File: config.mk
export PLATFORM = sky130hd
export DESIGN_NAME = rgbcf_lane
export DESIGN_NICKNAME = d
export VERILOG_FILES = /design/src/sv/rgbcf_pkg.sv /design/src/sv/rgbcf_lane.sv
export SDC_FILE = /design/constraint.sdc
export NUM_CORES = 1
export LEC_CHECK = 0
export ABC_AREA = 1
export BUFFER_PORTS_ARGS = -buffer_cell sky130_fd_sc_hd__buf_2
export CAP_MARGIN = 0
export CORE_MARGIN = 4
export CORE_UTILIZATION = 33
export CTS_CLUSTER_DIAMETER = 120
export DETAILED_ROUTE_END_ITERATION = 8
export GPL_TIMING_DRIVEN = 0
export PLACE_DENSITY = 0.52
export SLEW_MARGIN = 30
export SYNTH_ARGS = -nofsm -noshare
export SYNTH_HDL_FRONTEND = slang
export SYNTH_SLANG_ARGS = --single-unit
File: constraint.sdc
create_clock -name clk -period 6.3 [get_ports clk]
set_input_delay 0.63 -clock clk [delete_from_list [all_inputs] [get_ports clk]]
set_output_delay 0.63 -clock clk [all_outputs]
set_load 0.005 [all_outputs]
File: src/sv/rgbcf_pkg.sv
// shared types and constants for the rgb 3x3 convolution filter
`default_nettype none
package rgbcf_pkg;
  localparam int MAX_WIDTH  = 2048;
  localparam int MAX_HEIGHT = 4096;
  localparam int COEF_BITS  = 8;
  localparam int ADDR_W     = $clog2(MAX_WIDTH);
  localparam int COL_W      = 11;
  localparam int ROW_W      = 12;
  localparam int WREG_W     = 12;
  localparam int HREG_W     = 13;
  localparam int DIV_W      = 10;
  localparam int ACC_W      = 20;
  localparam int QUO_W      = 19;
  localparam int PROD_W     = COEF_BITS + 9;
  localparam int NLANES     = 3;

  typedef logic [2:0] cfg_idx_t;
  localparam cfg_idx_t REG_WIDTH    = 3'd0;
  localparam cfg_idx_t REG_HEIGHT   = 3'd1;
  localparam cfg_idx_t REG_COEF_TOP = 3'd2;
  localparam cfg_idx_t REG_COEF_MID = 3'd3;
  localparam cfg_idx_t REG_COEF_BOT = 3'd4;
  localparam cfg_idx_t REG_DIVISOR  = 3'd5;

  typedef logic [8:0][7:0] nine_bytes_t;
  typedef logic [8:0][COEF_BITS-1:0] nine_coefs_t;

  typedef struct packed {
    logic             start;
    logic [DIV_W-1:0] divisor;
  } lane_ctl_t;

  typedef struct packed {
    logic       done;
    logic [7:0] res;
  } lane_sts_t;

  typedef enum logic [1:0] {L_IDLE, L_MAC, L_DIV, L_DONE} lane_state_t;
  typedef enum logic [2:0] {S_IDLE, S_READ, S_PICK, S_CALC, S_SEND} top_state_t;
endpackage
`default_nettype wire

File: src/sv/rgbcf_lane.sv
// one channel lane: serial multiply-accumulate, restoring divide, clamp
`default_nettype none
module rgbcf_lane
  import rgbcf_pkg::*;
(
  input  wire logic        clk,
  input  wire logic        rst_n,
  input  wire lane_ctl_t   ctl,
  input  wire nine_bytes_t px,
  input  wire nine_coefs_t coefs,
  output lane_sts_t        sts
);
  lane_state_t state_r, state_nxt;
  nine_bytes_t px_r;
  logic [3:0] k_r;
  logic [4:0] cnt_r;
  logic signed [ACC_W-1:0] acc_r, acc_sum;
  logic signed [PROD_W-1:0] prod;
  logic [QUO_W-1:0] quo_r;
  logic [DIV_W-1:0] rem_r, div_r;
  logic [DIV_W:0] rem_sh, rem_sub;
  logic ge;

  always_comb begin
    prod    = PROD_W'($signed({1'b0, px_r[k_r]})) * PROD_W'($signed(coefs[k_r]));
    acc_sum = acc_r + ACC_W'(prod);
    rem_sh  = {rem_r, quo_r[QUO_W-1]};
    ge      = rem_sh >= {1'b0, div_r};
    rem_sub = rem_sh - {1'b0, div_r};
  end

  always_comb begin
    state_nxt = state_r;
    case (state_r)
      L_IDLE: if (ctl.start) state_nxt = L_MAC;
      L_MAC: begin
        if (k_r == 4'd8) state_nxt = L_DIV;
      end
      L_DIV: if (cnt_r == 5'(QUO_W - 1)) state_nxt = L_DONE;
      L_DONE: state_nxt = L_IDLE;
      default: state_nxt = L_IDLE;
    endcase
  end

  always_comb begin
    sts.done = (state_r == L_DONE);
    sts.res  = (quo_r > QUO_W'(255)) ? 8'hFF : quo_r[7:0];
  end

  always_ff @(posedge clk) begin
    if (!rst_n) begin
      state_r <= L_IDLE;
    end else begin
      state_r <= state_nxt;
    end
  end

  always_ff @(posedge clk) begin
    case (state_r)
      L_IDLE: begin
        px_r  <= px;
        div_r <= (ctl.divisor == '0) ? DIV_W'(1) : ctl.divisor;
        k_r   <= '0;
        acc_r <= '0;
      end
      L_MAC: begin
        acc_r <= acc_sum;
        k_r   <= k_r + 4'd1;
        cnt_r <= '0;
        rem_r <= '0;
        quo_r <= acc_sum[ACC_W-1] ? '0 : acc_sum[QUO_W-1:0];
      end
      L_DIV: begin
        rem_r <= ge ? rem_sub[DIV_W-1:0] : rem_sh[DIV_W-1:0];
        quo_r <= {quo_r[QUO_W-2:0], ge};
        cnt_r <= cnt_r + 5'd1;
      end
      default: begin
      end
    endcase
  end
endmodule
`default_nettype wire

==> metrics.md <==
| Metric | Value |
|---|---|
| Status | `finished, final reports clean` |
| PortBufs | `165` |
| Placed instance count | `1733` |
| Critical Path Source | `k_r[0]` |
| Min-delay worst type | `in -> reg` |
| Leading post-synthesis cells by cell area | `edfxtp_1 41%, fa_1 10%, ha_1 9.5%` |
| Final min period | `5940 ps` |
| Top-count cell post-synth | `nand2_1` |
| Arrival @ worst endpoint | `6120 ps` |
| Die area | `34100 µm²` |
| Post-route DRC | `0` |
| Initial drt markers | `584` |
| Layout area overhead | `20.4%` |
| Via/cell ratio | `4.76` |
| Highest Clock Rate | `168 MHz` |
| Most frequent cells after synthesis | `242 x nand2_1, 198 x inv_1, 157 x nor2_1` |
| Wire length of the first global-routing pass | `45700 µm` |
| Mean post-synth cell area | `8.81 µm²` |
| Fin nets | `1649` |
| DR pass1 iterations | `5` |
| Post-synth cell types | `39` |
| Final Cycle Share | `94.3%` |
| I/O Pins | `166` |
| Synth Cell Area | `10300 µm²` |
| H-tree levels | `4` |
| CTS buffer count | `17` |
| Area share of the largest cell type after synthesis | `40.8%` |
| Global placement routability congestion | `0.879` |
| Row count | `64` |
| Fin. Hold Viols | `0` |
| GRT overflow | `0` |
| Setup TNS | `0 ps` |
| Post-DRT Antenna Nets | `0` |
| Final setup violation count | `0` |
| Worst-margin pin slew | `694 ps` |
| CP startpoint kind | `flop` |
| Die Height | `185 µm` |
| Vias | `8464` |
| CP Capture Type | `flop` |
| Synth warn | `0` |
| Root Driver | `clkbuf_16` |
| Net Count, Synth | `1457` |
| Fillcell total | `3136` |
| CTS tree | `built` |
| Crit Path Class | `reg -> reg` |
| HPWL after DPL | `22000 µm` |
| Worst Hold Launch | `px[5]` |
| Post-synthesis async set-or-reset flop share | `0%` |
| Relative slew slack | `53.7%` |
| Hold_buf cts | `0` |
| Area of the multi-input gates | `5140 µm²` |
| Largest area contributor in the netlist | `edfxtp_1` |
| Die Span X | `185 µm` |
| CTS max path bufs | `2` |
| Register Area | `4240 µm²` |
| Starting density of the core | `33.6%` |
| Yosys reg bits | `142` |
| Final wirelength | `28700 µm` |
| WL/cell | `16.1 µm` |
| Largest net degree at the start of global routing | `49` |
| Max-Cap Viols | `0` |
| Latest clock arrival within the worst-skew pair | `430 ps` |
| Post-Synthesis Cells | `1170` |
| Clk_skew | `15.2 ps` |
| Worst R2R Start | `k_r[0]` |
| Primary FF master, synth | `edfxtp_1` |
| Core area | `30700 µm²` |
| CP required | `6480 ps` |
| Post-Layout Cell Count | `1778` |
| Sequential area share after synthesis | `41.2%` |
| Number of flops mapped to enable cells by yosys | `140` |
| CTS Sinks | `142` |
| Share of cells above drive strength 1 | `19.6%` |
| Crit Path Max Fanout | `10` |
| Worst-path clk slew | `70 ps` |
| Initial antenna violation count | `7` |
| Final Max Slew Viols | `0` |
| Vias in the first global route | `8780` |
| Global-route usage over all layers | `17.2%` |
-- logic make-up after synthesis --
group,synth area share [%]
DFF,41.2
buffers and inverters,9.83
adders and majority gates,19.6
xor gates and xnor gates,1.95
and+or+nand+nor,20.0
AOI/OAI and AO/OA,7.52
-- metrics by stage --
stage          hold WS, ps  util (%)  area, µm²  worst slack [ps]
2_1_floorplan          520         -      10300               881
4_1_cts                348      40.0      12300              52.4
3_3_place_gp           539      37.9      11600             -63.5
3_5_place_dp           542      38.1      11700              -132
6_report               367      40.5      12400               362
5_1_grt                343      40.5      12400             -8.13
-- final timing paths --
kind,end,slack [ps],cells after the start
max reg2reg,quo_r[12],360,22
min reg2reg,quo_r[15],560,2
min,px_r[5],370,1
max,quo_r[12],360,22
-- final cells by class --
type                            count  area share [%]
Antenna cell                        7           0.141
Buffer                             47            2.38
Clock buffer                       17            3.43
Sequential cell                   142            34.2
Clock inverter                     15            1.01
Multi-Input combinational cell    779            41.4
Tap cell                          396            3.99
Inverter                          202            6.11
Timing Repair Buffer              173            7.40
-- critical path, cell delays in order (launching register included) --
cell and delay (ps):
edfxtp_1 470, inv_2 110, buf_6 150, buf_2 250
nor2_1 70, o22ai_1 190, o211ai_1 150, nand2_2 230
nand2_1 110, fa_1 500, fa_1 550, inv_1 60
fa_1 510, fa_1 580, fa_1 460, ha_4 280
nand2_1 90, nand3_1 160, a21oi_1 190, xor2_1 330
nor2_1 80, nand3_1 100, nand2_1 60
-- cell usage in the layout (no fill, tap or decap), types with 10 or more instances in the layout --
cell and count:
fa_1 52, clkbuf_1 16, clkbuf_16 17, xnor2_1 11
o211ai_1 11, buf_2 171, buf_6 10, ha_1 75
a21oi_1 14, inv_1 197, nor2_1 156, buf_4 10
o221ai_1 17, edfxtp_1 140, xor2_1 12, nand3_1 58
nand2_1 236, nand2_2 13, o21ai_0 70
-- what timing repair did --
item,in CTS,in global routing
setup buffers,0,6
pin swaps,0,7
endpoints found under the setup margin,21,29
gates resized for setup,5,35
-- state kept, by name, indices dropped and copies added, names as in the netlist --
signal   cells
rem_r       10
quo_r       19
state_r      2
acc_r       20
cnt_r        5
div_r       10
px_r        72
k_r          4
-- layer usage --
| layer | wire length (µm) | GRT usage (%) | share of wire (%) |
|---|---|---|---|
| met1 | 13100 | 22.9 | 46 |
| met3 | 1160 | 2.70 | 4.1 |
| met5 | 0 | 0 | 0 |
| met4 | 702 | 6.55 | 2.4 |
| met2 | 13700 | 28.3 | 48 |
Power is not shown: default switching activity piles up to over one toggle a cycle in this logic, so the estimate is an artifact.
